## config.mk

```make
export PLATFORM = sky130hd
export DESIGN_NAME = valve_charge_fire_sequencer_unit
export DESIGN_NICKNAME = d
export VERILOG_FILES = /design/src/vcfs_pkg.sv /design/src/vcfs_cfg.sv /design/src/vcfs_seq.sv /design/src/vcfs_out.sv /design/src/valve_charge_fire_sequencer_unit.sv
export SDC_FILE = /design/constraint.sdc
export NUM_CORES = 1
export LEC_CHECK = 0
export BUFFER_PORTS_ARGS = -buffer_cell sky130_fd_sc_hd__clkbuf_2
export CORE_MARGIN = 8
export CORE_UTILIZATION = 55
export DETAILED_ROUTE_END_ITERATION = 12
export PLACE_DENSITY = 0.82
export SYNTH_ARGS = -nofsm -noshare
export SYNTH_HDL_FRONTEND = slang
export SYNTH_HIERARCHICAL = 1
export SYNTH_SLANG_ARGS = --single-unit
```

## constraint.sdc

```tcl
create_clock -name clk -period 8.3 [get_ports clk]
set_input_delay 0.83 -clock clk [delete_from_list [all_inputs] [get_ports clk]]
set_output_delay 0.83 -clock clk [all_outputs]
set_load 0.02 [all_outputs]
```

## src/vcfs_pkg.sv

```systemverilog
`timescale 1ns / 1ps

package vcfs_pkg;

  localparam int COUNT_WIDTH_DEF = 16;

  localparam int PERIOD_W = 16;
  localparam int NPER_W = 8;
  localparam int MODE_W = 3;
  localparam int CFG_IDX_W = 2;
  localparam int CFG_DATA_W = 16;

  localparam logic [PERIOD_W-1:0] PERIOD_RESET = 16'hf424;
  localparam logic [NPER_W-1:0] CHARGE_RESET = 8'd4;
  localparam logic [NPER_W-1:0] FIRE_RESET = 8'd1;

  localparam logic [CFG_IDX_W-1:0] REG_PERIOD = 2'd0;
  localparam logic [CFG_IDX_W-1:0] REG_CHARGE = 2'd1;
  localparam logic [CFG_IDX_W-1:0] REG_FIRE = 2'd2;

  localparam logic [MODE_W-1:0] MODE_DISARMED = 3'd0;
  localparam logic [MODE_W-1:0] MODE_UNCHARGED = 3'd1;
  localparam logic [MODE_W-1:0] MODE_CHARGING = 3'd2;
  localparam logic [MODE_W-1:0] MODE_CHARGED = 3'd3;
  localparam logic [MODE_W-1:0] MODE_FIRE_REQ = 3'd4;
  localparam logic [MODE_W-1:0] MODE_FIRE_WAIT = 3'd5;
  localparam logic [MODE_W-1:0] MODE_FIRING = 3'd6;

  localparam logic [2:0] CMD_FIRE_START = 3'd1;
  localparam logic [2:0] CMD_FIRE_ABORT = 3'd2;
  localparam logic [2:0] CMD_ARM = 3'd3;
  localparam logic [2:0] CMD_DISARM = 3'd4;

  localparam logic REQ_TICK = 1'b0;

  typedef struct packed {
    logic [PERIOD_W-1:0] period_ticks;
    logic [NPER_W-1:0] charge_periods;
    logic [NPER_W-1:0] fire_periods;
  } cfg_t;

  typedef struct packed {
    logic [MODE_W-1:0] mode;
    logic feed_valve;
    logic release_valve;
    logic armed_lamp;
    logic feed_lamp;
    logic release_lamp;
  } result_t;

endpackage

```

## src/vcfs_cfg.sv

```systemverilog
`timescale 1ns / 1ps

module vcfs_cfg (
  input  logic                                clk,
  input  logic                                rst,
  input  logic                                cfg_valid,
  input  logic [vcfs_pkg::CFG_IDX_W-1:0]      cfg_index,
  input  logic [vcfs_pkg::CFG_DATA_W-1:0]     cfg_data,
  output vcfs_pkg::cfg_t                      cfg
);
  import vcfs_pkg::*;

  always_ff @(posedge clk) begin
    if (rst) begin
      cfg.period_ticks <= PERIOD_RESET;
      cfg.charge_periods <= CHARGE_RESET;
      cfg.fire_periods <= FIRE_RESET;
    end else if (cfg_valid) begin
      case (cfg_index)
        REG_PERIOD: cfg.period_ticks <= cfg_data[PERIOD_W-1:0];
        REG_CHARGE: cfg.charge_periods <= cfg_data[NPER_W-1:0];
        REG_FIRE: cfg.fire_periods <= cfg_data[NPER_W-1:0];
        default: ;
      endcase
    end
  end

endmodule

```

## src/vcfs_seq.sv

```systemverilog
`timescale 1ns / 1ps

module vcfs_seq #(
  parameter int COUNT_WIDTH = vcfs_pkg::COUNT_WIDTH_DEF
) (
  input  logic              clk,
  input  logic              rst,
  input  logic              take,
  input  logic              req_type,
  input  logic [2:0]        command,
  input  vcfs_pkg::cfg_t    cfg,
  output vcfs_pkg::result_t result_next
);
  import vcfs_pkg::*;

  localparam logic [COUNT_WIDTH-1:0] COUNT_MAX = {COUNT_WIDTH{1'b1}};

  logic [MODE_W-1:0] mode_reg, mode_reg_next;
  logic [COUNT_WIDTH-1:0] tick_count, tick_count_next;
  logic [NPER_W-1:0] periods_left, periods_left_next;
  logic timer_on, timer_on_next;
  logic [1:0] valve_bits, valve_bits_next;
  logic [2:0] lamp_bits, lamp_bits_next;

  always_comb begin
    logic [COUNT_WIDTH-1:0] cnt_inc;
    logic [31:0] period;
    logic [MODE_W-1:0] m;
    logic [COUNT_WIDTH-1:0] tc;
    logic [NPER_W-1:0] pl;
    logic on;
    logic [1:0] vb;
    logic [2:0] lb;

    m = mode_reg;
    tc = tick_count;
    pl = periods_left;
    on = timer_on;
    vb = valve_bits;
    lb = lamp_bits;
    cnt_inc = tick_count + 1'b1;
    period = (cfg.period_ticks == '0) ? 32'd1 : 32'(cfg.period_ticks);

    if (req_type == REQ_TICK) begin
      if (on) begin
        if ((32'(cnt_inc) < period) && (cnt_inc != COUNT_MAX)) begin
          tc = cnt_inc;
        end else begin
          tc = '0;
          if (pl > 8'd1) begin
            pl = pl - 1'b1;
          end else begin
            pl = '0;
            on = 1'b0;
            vb = 2'b00;
            if (m == MODE_CHARGING) begin
              m = MODE_CHARGED;
            end else if (m == MODE_FIRE_WAIT) begin
              m = MODE_FIRE_REQ;
            end else if (m == MODE_FIRING) begin
              m = MODE_UNCHARGED;
            end
          end
        end
      end
    end else begin
      case (command)
        CMD_FIRE_START: begin
          if (m == MODE_CHARGED) begin
            m = MODE_FIRE_REQ;
          end else begin
            if (m != MODE_CHARGING && m != MODE_DISARMED) begin
              vb = 2'b01;
              tc = '0;
              pl = cfg.charge_periods;
              on = 1'b1;
            end
            m = MODE_FIRE_WAIT;
          end
        end
        CMD_FIRE_ABORT: begin
          vb = 2'b00;
          if (m != MODE_CHARGED) begin
            m = MODE_UNCHARGED;
          end
        end
        CMD_ARM: begin
          m = MODE_UNCHARGED;
          lb[0] = 1'b1;
        end
        CMD_DISARM: begin
          vb = 2'b00;
          m = MODE_DISARMED;
          lb[0] = 1'b0;
        end
        default: ;
      endcase
    end

    if (m == MODE_UNCHARGED) begin
      m = MODE_CHARGING;
      vb = 2'b01;
      tc = '0;
      pl = cfg.charge_periods;
      on = 1'b1;
    end else if (m == MODE_FIRE_REQ) begin
      m = MODE_FIRING;
      vb = 2'b10;
      tc = '0;
      pl = cfg.fire_periods;
      on = 1'b1;
    end

    case (m)
      MODE_DISARMED: lb = 3'b000;
      MODE_UNCHARGED, MODE_CHARGED, MODE_FIRE_REQ: lb = 3'b001;
      MODE_CHARGING: lb = 3'b011;
      MODE_FIRING: lb = 3'b101;
      default: ;
    endcase

    mode_reg_next = m;
    tick_count_next = tc;
    periods_left_next = pl;
    timer_on_next = on;
    valve_bits_next = vb;
    lamp_bits_next = lb;

    result_next.mode = m;
    result_next.feed_valve = vb[0];
    result_next.release_valve = vb[1];
    result_next.armed_lamp = lb[0];
    result_next.feed_lamp = lb[1];
    result_next.release_lamp = lb[2];
  end

  always_ff @(posedge clk) begin
    if (rst) begin
      mode_reg <= MODE_DISARMED;
      tick_count <= '0;
      periods_left <= '0;
      timer_on <= 1'b0;
      valve_bits <= 2'b00;
      lamp_bits <= 3'b110;
    end else if (take) begin
      mode_reg <= mode_reg_next;
      tick_count <= tick_count_next;
      periods_left <= periods_left_next;
      timer_on <= timer_on_next;
      valve_bits <= valve_bits_next;
      lamp_bits <= lamp_bits_next;
    end
  end

endmodule

```

## src/vcfs_out.sv

```systemverilog
`timescale 1ns / 1ps

module vcfs_out (
  input  logic              clk,
  input  logic              rst,
  input  logic              take,
  input  vcfs_pkg::result_t result_next,
  input  logic              out_stall,
  output logic              out_valid,
  output vcfs_pkg::result_t result
);
  import vcfs_pkg::*;

  always_ff @(posedge clk) begin
    if (rst) begin
      out_valid <= 1'b0;
    end else if (take) begin
      out_valid <= 1'b1;
    end else if (!out_stall) begin
      out_valid <= 1'b0;
    end
  end

  always_ff @(posedge clk) begin
    if (take) begin
      result <= result_next;
    end
  end

endmodule

```

## src/valve_charge_fire_sequencer_unit.sv

```systemverilog
`timescale 1ns / 1ps
// Arm, charge and fire sequencer for a feed valve and a release valve.
// Input channel (in_valid, in_stall): each transfer is one timer tick
// (req_type 0) or one radio command (req_type 1, command field).
// Output channel (out_valid, out_stall): exactly one result per input
// transfer, carrying the mode, both valve outputs and the three lamps.
// Configuration channel (cfg_valid, cfg_ready, cfg_index, cfg_data):
// index 0 period ticks, 1 charge periods, 2 fire periods; other indexes
// are ignored. cfg_ready is always high. Write only while the block is idle.
// The result is registered: the result of an item accepted at one edge is
// valid after that edge. The sequencer state update is short combinational
// logic between the state registers, so one item is taken every cycle
// while in_stall is low. When the receiver stalls, the result is held in
// the output register and in_stall rises until that result is transferred.
// Reset is synchronous: the sequencer comes up disarmed with the timer
// stopped, both valves closed, and configuration at its defaults.
module valve_charge_fire_sequencer_unit #(
  parameter int COUNT_WIDTH = vcfs_pkg::COUNT_WIDTH_DEF
) (
  input  logic                                clk,
  input  logic                                rst,
  input  logic                                in_valid,
  output logic                                in_stall,
  input  logic                                req_type,
  input  logic [2:0]                          command,
  output logic                                out_valid,
  input  logic                                out_stall,
  output logic [vcfs_pkg::MODE_W-1:0]         mode,
  output logic                                feed_valve,
  output logic                                release_valve,
  output logic                                armed_lamp,
  output logic                                feed_lamp,
  output logic                                release_lamp,
  input  logic                                cfg_valid,
  output logic                                cfg_ready,
  input  logic [vcfs_pkg::CFG_IDX_W-1:0]      cfg_index,
  input  logic [vcfs_pkg::CFG_DATA_W-1:0]     cfg_data
);
  import vcfs_pkg::*;

  cfg_t cfg;
  result_t result_next;
  result_t result;
  logic take;

  assign cfg_ready = 1'b1;
  assign in_stall = out_valid & out_stall;
  assign take = in_valid & ~in_stall;

  vcfs_cfg u_cfg (
    .clk       (clk),
    .rst       (rst),
    .cfg_valid (cfg_valid),
    .cfg_index (cfg_index),
    .cfg_data  (cfg_data),
    .cfg       (cfg)
  );

  vcfs_seq #(
    .COUNT_WIDTH (COUNT_WIDTH)
  ) u_seq (
    .clk         (clk),
    .rst         (rst),
    .take        (take),
    .req_type    (req_type),
    .command     (command),
    .cfg         (cfg),
    .result_next (result_next)
  );

  vcfs_out u_out (
    .clk         (clk),
    .rst         (rst),
    .take        (take),
    .result_next (result_next),
    .out_stall   (out_stall),
    .out_valid   (out_valid),
    .result      (result)
  );

  assign mode = result.mode;
  assign feed_valve = result.feed_valve;
  assign release_valve = result.release_valve;
  assign armed_lamp = result.armed_lamp;
  assign feed_lamp = result.feed_lamp;
  assign release_lamp = result.release_lamp;

endmodule
```

=== After elaboration in Yosys (flattened, before gate mapping) ===
Cells that the tools add are included.

* Register bits after elaboration: 74
* Latch bits: 0
* RAM bits: 0
* ROM bits: 0
* Input port bits: 27
* Output and inout bits: 11
* Logic and storage cells: 116
* Memories kept: 0

* Add/subtract/negate cells: 2
* $mul: 0
* Div/mod/pow operators: 0
* Order comparisons: 2
* Eq/ne operators: 25
* Shift operators: 0
* Muxes and demuxes: 53
* Bitwise operators: 3
* Reduce and logical (&&, ||, !) cells: 15

{| class="wikitable"
|+ Operators by type and width
! kind !! count
|-
| $mux W16 || 9
|-
| $mux W8 || 9
|-
| $lt A16 B32 Y1 || 1
|-
| $mux W3 || 10
|-
| $pmux W3 S4 || 2
|-
| $eq A3 B2 Y1 const B || 6
|-
| $eq A3 B3 Y1 const B || 6
|-
| $add A16 B1 Y16 const B || 1
|-
| $logic_not A16 Y1 || 1
|-
| $mux W2 || 8
|-
| $ne A16 B16 Y1 const B || 1
|-
| $mux W1 || 13
|-
| $eq A3 B1 Y1 const B || 3
|-
| $gt A8 B1 Y1 const B || 1
|-
| $ne A4 B1 Y1 const B || 2
|-
| $ne A4 B4 Y1 const B || 2
|-
| $sub A8 B1 Y8 const B || 1
|-
| $ne A3 B2 Y1 const B || 2
|-
| $reduce_and A2 Y1 || 3
|-
| $reduce_and A6 Y1 || 1
|-
| $reduce_and A5 Y1 || 1
|-
| $pmux W2 S2 || 1
|-
| $reduce_and A4 Y1 || 1
|-
| $reduce_bool A4 Y1 || 1
|-
| other kinds (12) || 14
|}

=== Logic depth before layout (Yosys ltp) ===
Gate-level depths: netlist of the first run.

* Depth in word-level cells: 14
* Mapped depth: 22
* Mapped depth without buffers: 17

=== Cells and area by module ===
Netlist of the first run, hierarchy kept.

{| class="wikitable"
|+ Modules (own cells, without submodules)
! module !! instances !! cells each !! area an instance (um^2) !! sequential area each (um^2)
|-
| vcfs_seq || 1 || 378 || 2905.3 || 660.6
|-
| vcfs_cfg || 1 || 127 || 1331.3 || 640.6
|-
| vcfs_out || 1 || 11 || 269.0 || 260.2
|-
| valve_charge_fire_sequencer_unit || 1 || 4 || 25.0 || 0.0
|}

=== Least setup slack after synthesis of the first run ===
Ideal clock, no wire load.

* Path kind: register to register
* Start point: register u_seq.tick_count[5]
* End point: register u_seq.tick_count[10]
* Library setup time: 0.070 ns
* Arrival: 4.046 ns
* Required time: 8.230 ns
* Setup slack: 4.184 ns
* Cell stages (with the launch flop): 21
* Buffers on the path: 4
* Clock period less this slack: 4.116 ns
* Path through: dfxtp_1 > buf_2 > nand3_1 > nor3_1 > nand4_1 > xnor2_1 > ha_1 > a211o_1 > a21oi_1 > o21ai_0 > o2111ai_1 > nand3_1 > or2_1 > buf_2 > o211a_1 > clkbuf_1 > nor3_4 > nor3_1 > buf_2 > or4_1 > a21oi_1

* Cells in the longest elaborated chain, start to end: 9
* Elaborated cells on any way between the ends: 19
* Those cells by class: add/sub (1); order compare (1); eq/ne (6); mux (8); reduce/logical (3)

{| class="wikitable"
|+ Ends and longest elaborated chain
! item !! RTL line !! text
|-
| start, declared || vcfs_seq.sv:19 || <nowiki>logic [COUNT_WIDTH-1:0] tick_count, tick_count_next;</nowiki>
|-
| start signal, assigned || vcfs_seq.sv:147 || <nowiki>tick_count <= tick_count_next;</nowiki>
|-
| $add A16 B1 Y16 * || vcfs_seq.sv:41 || <nowiki>cnt_inc = tick_count + 1'b1;</nowiki>
|-
| $lt A16 B32 Y1 or $ne A16 B16 Y1 (tied branches) || vcfs_seq.sv:46 || <nowiki>if ((32'(cnt_inc) < period) && (cnt_inc != COUNT_MAX)) begin</nowiki>
|-
| $logic_and A1 B1 Y1 || vcfs_seq.sv:46 ||
|-
| $mux W3 || vcfs_seq.sv:46 ||
|-
| $mux W3 || vcfs_seq.sv:45 || <nowiki>if (on) begin</nowiki>
|-
| $mux W3 || vcfs_seq.sv:44 || <nowiki>if (req_type == REQ_TICK) begin</nowiki>
|-
| $eq A3 B3 Y1 or $eq A3 B1 Y1 (tied branches) || vcfs_seq.sv:106, vcfs_seq.sv:100 ||
|-
| $ne A4 B4 Y1 (no line) (tied with other cells) || -- ||
|-
| $reduce_and A5 Y1 (no line) or $mux W16 (tied branches) || -- ||
|}

Mark *: on every way between the ends. The rest lies on a longest branch, timed or not. The select of a mux whose other input is x is not followed.
A chain may end at the register's enable or synchronous reset.

=== Worst setup path in the final report of the first run ===
* Start point: register u_seq.tick_count[2]
* End point: register u_seq.tick_count[10]

The elaborated chain is that of the path after synthesis.

==> impl_summary.md, run 1 <==
Status
The run finished with clean final reports.

STA
The count of pins over their slew limit is 0. Summed over all failing endpoints, the final setup total negative slack is 0 ps. The relative slew slack is 34.9%. The final-report hold violation count was 0. Setup repair after global routing left no endpoint under its margin. The fmax is 0.197 GHz. The share of the cycle needed by the critical path after routing is 61.3%.

The setup-violating endpoint count in the final report is 0. The maximum clock skew at final layout is 19.4 ps. The clock period could shrink to 5090 ps. For the pin with the worst max-slew slack, the measured transition is 976 ps.

Synthesis
The area share of the largest cell type after synthesis is 29.2%. Synthesis produced a netlist with a net count of 566. Counting flops and latches in the post-synthesis netlist gives 74. Dividing the synthesized area by the synthesized cell count gives 8.71 um2.

Synthesis instantiated 74 different standard cells from the library. For this run, the leading register cell type out of synthesis is sky130_fd_sc_hd__dfxtp_1. The synthesized instance count is 520. The share of synthesized flip-flops with an asynchronous set or reset is 0%.

The synthesized netlist occupies a cell area of 4530 um2. Of the synthesized area, sequential elements account for 34.5%. The Yosys warning count is 6. By area the synthesized netlist is led by sky130_fd_sc_hd__dfxtp_1 29%, sky130_fd_sc_hd__mux2i_1 7.7%, sky130_fd_sc_hd__nand2b_1 5.4%.

The dominant cell type by area after synthesis is sky130_fd_sc_hd__dfxtp_1. Counting flops with a built-in enable in the synthesized netlist gives 8.

Finish
The number of antenna cells inserted is 0. The register with the most flip-flops in the layout has 32 of them. The filler-free cell count of the finished design is 648. u_cfg/cfg holds more flip-flops than any other register.

The layout net count is 584. Leaving out fill and tap cells, the most frequent cell in the layout is sky130_fd_sc_hd__dfxtp_1. The count of filler cells inserted in the layout is 746. The top cell types in the final layout, fill and taps aside, are 66 x sky130_fd_sc_hd__dfxtp_1, 59 x sky130_fd_sc_hd__nor2_1, 39 x sky130_fd_sc_hd__nand2b_1. In the final layout, the share of cells above drive strength 1 is 12.3%. The area growth from synthesis to final layout is 8.34%.

The largest registers in the layout are u_cfg/cfg x32, u_seq/tick_count x16.

Clock network
The post-CTS setup-driven buffer insertion count is 0. The clock tree synthesis step divided the H-tree into 3 levels. TritonCTS created 9 clock buffers. Clock-pin slew was measured on the worst setup and hold paths at 80 ps. The maximum clock insertion buffer count is 2. The buffer type at the clock tree root is sky130_fd_sc_hd__clkbuf_8. The count of hold-fix buffers inserted at cts is 0. Counting every sink on the clock net gives 74.

The post-CTS resize count is 0. The TritonCTS clock tree is yes. For the worst-skew pair, the clock arrives at the later sink with an insertion delay of 350 ps.

Power and ir drop
For this design the ratio of total power to cell area is 162 nW/um2. In this run, the clock network consumes 37.6% of the power. Of the total power, registers draw 48.5%.

In this run switching power makes up 27.4% of total power. In this run the power spent charging and discharging nets is 217 uW. The combinational fraction of design power is 13.9%. Internal power comes to 577 uW. The worst-case vdd ir drop is 102 uV.

In this run the static leakage power is 1.99 nW.

Setup path
The register-to-register path setup slack is 3210 ps. In this run the worst path has a maximum fanout of 21. The class of the most critical setup path is register to register. The required time reported for the critical path endpoint is 8570 ps.

For the worst setup path, the data arrival time is 5350 ps. The kind of start point of the critical path is a register. STA classifies the critical path endpoint as a register.

GRT
Entering global routing, the biggest net connects 63 pins. The first-pass GRT wire length is 17.4 mm. The number of antenna violations at the first check in global routing is 0. The overall routing resource usage is 18.2%. The via count of the first global-routing pass was 3807.

For this run the aggregate overflow at the end of global routing stands at 0.

Hold path
The class of the tightest hold or removal check is register to register.

Detailed routing
The first routing iteration left 208 violations. The number of vias per cell is 6.02. The first TritonRoute pass finished after 5 iterations. The final wirelength is 10.1 mm. The count of nets left with antenna violations after detail routing is 0. The remaining design rule violation count is 0. For this block, the via count after detailed routing is 3900. After detailed routing, the average wire length per cell comes to 15.6 um.

Die
Row generation in the floorplan step produced 33 rows. The count of boundary I/O pins is 38. Measured along the y axis, the die boundary spans 107 um.

The starting utilization of the core area is 56.0%. The die span in x is 107 um. After floorplanning, the core was sized to cover 8090 um2.

The die covers 11400 um2.

Run
The number of max-cap violations is 0.

Place
Once detailed placement completed, the half-perimeter wirelength came to 7.39 mm. The congestion estimate from routability-driven global placement came to 0.884. The count of buffers added on input and output ports is 36. The total instance count after detailed placement is 632.
-- worst paths after layout --
kind / depth (start not counted) / to / start
hold reg to reg: 2 / u_cfg/cfg[3] / u_cfg/cfg[3]
setup reg to reg: 17 / u_seq/tick_count[10] / u_seq/tick_count[2]
hold / removal: 2 / u_cfg/cfg[3] / u_cfg/cfg[3]
setup / recovery: 17 / u_seq/tick_count[10] / u_seq/tick_count[2]
-- cell type report --
type	instances	area [um2]	area share, %
clock buffers	11	153	3.11
inverters	29	111	2.27
clock inverters	5	60.1	1.22
repair buffers	39	203	4.13
flip-flops and latches	74	1560	31.8
well taps	105	131	2.68
multi-input cells	385	2690	54.8
-- power groups by stage --
| stage | Combinational [mW] | Sequential [mW] | Clock, mW |
|---|---|---|---|
| after floorplan | 0.0779 | 0.396 | 0 |
| after global placement | 0.105 | 0.393 | 0 |
| after detailed placement | 0.109 | 0.394 | 0 |
| after CTS | 0.110 | 0.386 | 0.304 |
| after global routing | 0.123 | 0.388 | 0.320 |
| final | 0.111 | 0.386 | 0.299 |
-- cell families after synthesis --
group | Yosys count | share of synthesized area, %
DFF | 74 | 34.5
xor gates and xnor gates | 27 | 5.22
other | 1 | 0.0828
and+or+nand+nor | 191 | 23.7
adders and majority gates | 19 | 5.25
AOI/OAI and AO/OA | 112 | 17.3
muxes | 35 | 7.73
buffers and inverters | 61 | 6.27
-- through the flow --
stage | setup WS [ps] | util (%) | hold slack (ps) | power, mW | area, um2
after floorplan | 4180 | - | 448 | 0.474 | 4530
after global placement | 3550 | 58.0 | 463 | 0.499 | 4700
after detailed placement | 3320 | 58.0 | 467 | 0.503 | 4700
after CTS | 3270 | 60.7 | 480 | 0.800 | 4910
after global routing | 2730 | 60.7 | 513 | 0.831 | 4910
final | 3210 | 60.7 | 478 | 0.795 | 4910
-- synthesized netlist by cell type, types with 14 or more instances --
master                     count
sky130_fd_sc_hd__a21oi_1      26
sky130_fd_sc_hd__clkbuf_1     15
sky130_fd_sc_hd__dfxtp_1      66
sky130_fd_sc_hd__ha_1         19
sky130_fd_sc_hd__inv_1        28
sky130_fd_sc_hd__mux2i_1      35
sky130_fd_sc_hd__nand2_1      14
sky130_fd_sc_hd__nand2b_1     39
sky130_fd_sc_hd__nand3_1      14
sky130_fd_sc_hd__nor2_1       59
sky130_fd_sc_hd__o21ai_0      19
sky130_fd_sc_hd__xor2_1       15
-- critical path, stage by stage (launching register included) --
cell	delay [ps]
sky130_fd_sc_hd__dfxtp_1	520
sky130_fd_sc_hd__nand3_1	170
sky130_fd_sc_hd__nor3_1	460
sky130_fd_sc_hd__nand4_1	230
sky130_fd_sc_hd__xnor2_1	180
sky130_fd_sc_hd__ha_1	310
sky130_fd_sc_hd__a211o_1	300
sky130_fd_sc_hd__a21oi_1	100
sky130_fd_sc_hd__o21ai_0	100
sky130_fd_sc_hd__o2111ai_1	110
sky130_fd_sc_hd__nand3_1	150
sky130_fd_sc_hd__or2_1	340
sky130_fd_sc_hd__a41o_1	370
sky130_fd_sc_hd__nor3_2	680
sky130_fd_sc_hd__nor3_1	150
sky130_fd_sc_hd__buf_4	230
sky130_fd_sc_hd__or4_1	470
sky130_fd_sc_hd__a21oi_1	140
-- per-layer routing --
| layer | vias up | routed length [um] | track usage (%) | share of wire (%) |
|---|---|---|---|---|
| li1 | 1905 | - | - | - |
| met1 | 1868 | 4490 | 22.7 | 44 |
| met2 | 115 | 4960 | 30.9 | 49 |
| met3 | 12 | 564 | 3.48 | 5.6 |
| met4 | 0 | 91 | 5.53 | 0.90 |
| met5 | - | 0 | 0 | 0 |
No activity file was read; power rests on OpenSTA's default activity.
==> run 2, diff against run 1 <==
clock period = 4.91 ns   (was 8.3 ns; I/O delays follow)
==> run 2 against run 1 <==
  * Routed wire length increased by 1.4%
  * Power increased by 62%
  * Sequential power up 69%
  * Worst hold slack worse by 100 ps
  * Combinational power rose by 69%
  * Clock power rose by 51%
==> impl_summary.md, run 2 (synthesis gave the netlist of run 1 again) <==
Status
The run finished with clean final reports.

STA
Across all hold checks on the routed design, the worst slack comes to 378 ps. The worst pin sits at a relative slew slack of 34.8%. The share of the cycle needed by the critical path after routing is 94.0%. The actual slew at the worst max-slew pin is 978 ps.

The worst path in the final design needs a cycle of 4610 ps, including I/O delays and setup. The setup-violating endpoint count in the final report is 0. The final-report hold violation count is 0. The fmax is 0.217 GHz. The summed negative setup slack over all endpoints is 0 ps. The count of pins over their slew limit is 0. The clock arrives with 13.0 ps of skew.

GRT
The total overflow left after global routing is 0. The number of antenna violations at the first check in global routing came to 0. The overall routing resource usage is 18.7%. Entering global routing, the biggest net connects 63 pins. The via count of the first global-routing pass is 3854. The first global-routing pass estimated 17.7 mm of wire.

Clock network
The maximum clock insertion buffer count is 2. The post-CTS setup-driven buffer insertion count is 0. The buffer type at the clock tree root is sky130_fd_sc_hd__clkbuf_8. The number of buffers created by CTS is 9. In this run the number of H-tree levels came out at 3. The TritonCTS sink count is 74. The clock-pin slew on the worst setup and hold paths is 80 ps. The TritonCTS clock tree is yes. The insertion delay of the later-clocked pin in the worst-skew pair is 350 ps.

Setup path
Traced cell by cell, the critical path runs through nand3_1 -> nor3_2 -> nand4_1 -> xnor2_1 -> ha_1 -> a211o_1 -> a21oi_1 -> o21ai_0 -> o2111ai_1 -> nand3_1 -> or2_1 -> o211a_1 -> nor3_4 -> nor3_1 -> buf_4 -> or4_1 -> a21oi_1. By startpoint and endpoint, the worst setup path is classified as register to register. Along the worst path, the maximum fanout reaches 21. The worst setup path is captured at a register. The data arrival time of the critical path is 4890 ps.

Counting cells, the worst reg-to-reg path comes to 17. Data on the critical path is required at its endpoint by 5190 ps. STA classifies the critical path startpoint as a register.

The critical-path cell with the highest stage delay is sky130_fd_sc_hd__dfxtp_1. The biggest cell delay along the critical path is 530 ps.

Run
The number of max-cap violations is 0.

Hold path
The worst hold path belongs to the class input pin to register. The hold-critical path depth is 3.

Die
In this run the horizontal extent of the chip is 107 um. The die is 107 um tall. For this configuration, the core starts out at a cell density of 56.0%. 38 I/O pins were placed. The initialized floorplan defines 33 standard-cell rows. The placeable core area is 8090 um2. The die covers 11400 um2.

Place
Detailed placement finished with a half-perimeter wire length of 7.39 mm. In this run the cell area measured after placement is 4730 um2. Including well taps, the total number of placed cells is 636. Port buffering added 36 buffers. The weighted congestion reported at the end of routability-driven placement is 0.915.

Finish
The filler-free cell count of the finished design is 652. Ranked by flip-flop count, first place goes to u_cfg/cfg. The final instance area is 4920 um2. The layout net count is 588.

The number of antenna cells inserted is 0. The area growth from synthesis to final layout is 8.56%. The count of filler cells inserted in the layout is 705. The share of post-route cells with drive strength above 1 is 13.5%. In the layout the commonest cells are 66 x sky130_fd_sc_hd__dfxtp_1, 59 x sky130_fd_sc_hd__nor2_1, 39 x sky130_fd_sc_hd__nand2b_1. Leaving out fill and tap cells, the most frequent cell in the layout is sky130_fd_sc_hd__dfxtp_1. The largest registers in the layout are u_cfg/cfg x32, u_seq/tick_count x16. The number of flip-flops in the largest register is 32.

Power and ir drop
Per report_power, the combinational group accounts for 14.6% of the total. Power spread over the standard cell area amounts to 262 nW/um2. The internal power is 923 uW. The clock network fraction of total power is 34.9%.

Sequential cells account for 50.6% of the total power. For this design the static power due to leakage is 2.00 nW. The switching power is 368 uW. The worst-case IR drop observed on VDD is 151 uV. Of the total power, the share spent switching nets is 28.5%.

Detailed routing
The number of vias per cell is 5.96. The post-detailed-route wirelength per cell is 15.7 um. The count of nets left with antenna violations after detail routing is 0.

The iteration-0 DRC count of the detailed router is 250. The first detailed-routing pass ran for 5 iterations. The remaining design rule violation count is 0.

The final wirelength is 10.2 mm. The number of vias in the routed layout is 3886.
run 2: cell types whose count changed in the layout (fill, tap and decap cells not counted), sizes merged:
cell    previous run  this run
buf                3         7
bufinv             1         0
inv               30        31
run 2: what timing repair did:
item,CTS,global route
setup endpoints to repair,0,22
hold buffers,0,0
hold endpoints to repair,0,0
resized for setup,0,2
run 2: routing by layer:
layer,share of wire (%),vias to the layer above,track usage (%)
li1,-,1911,-
met1,45,1818,23.8
met2,47,129,30.4
met3,5.8,28,4.44
met4,1.8,0,6.03
met5,0,-,0
run 2: critical path: cells and delay by family (launching register included):
kind,cells,cell delay (ps)
simple gates,8,2150
compound gates,6,1140
xor+xnor,1,180
flops,1,530
buf+inv,1,210
fa+ha+maj,1,320
run 2: through the flow:
step                power (mW)  worst slack (ps)  util [%]
floorplan                0.802               794         -
global placement         0.846               524      58.4
detailed placement       0.853               274      58.4
CTS                       1.30               190      60.7
global route              1.35             -4.31      60.8
finish                    1.29               296      60.8
run 2: area by class of cell:
type	instances	area, um2	share of cell area, %
timing repair buffer	43	233	4.73
tap	105	131	2.67
clock inverter	5	35.0	0.712
sequential	74	1560	31.7
inverter	29	111	2.26
clock buffer	11	151	3.08
multi-input combinational	385	2700	54.8
run 2: worst paths after layout:
kind	startpoint	end	slack (ps)
max	u_seq/tick_count[2]	u_seq/tick_count[14]	300
min reg2reg	u_cfg/cfg[4]	u_cfg/cfg[4]	480
max reg2reg	u_seq/tick_count[2]	u_seq/tick_count[14]	300
min	cfg_data[9]	u_cfg/cfg[25]	380
run 2: power by group through the flow:
stage / clock [mW] / sequential, mW / combinational (mW)
after global placement: 0 / 0.666 / 0.181
after floorplan: 0 / 0.670 / 0.132
after global routing: 0.489 / 0.656 / 0.209
final: 0.450 / 0.653 / 0.188
after CTS: 0.461 / 0.652 / 0.187
after detailed placement: 0 / 0.666 / 0.186
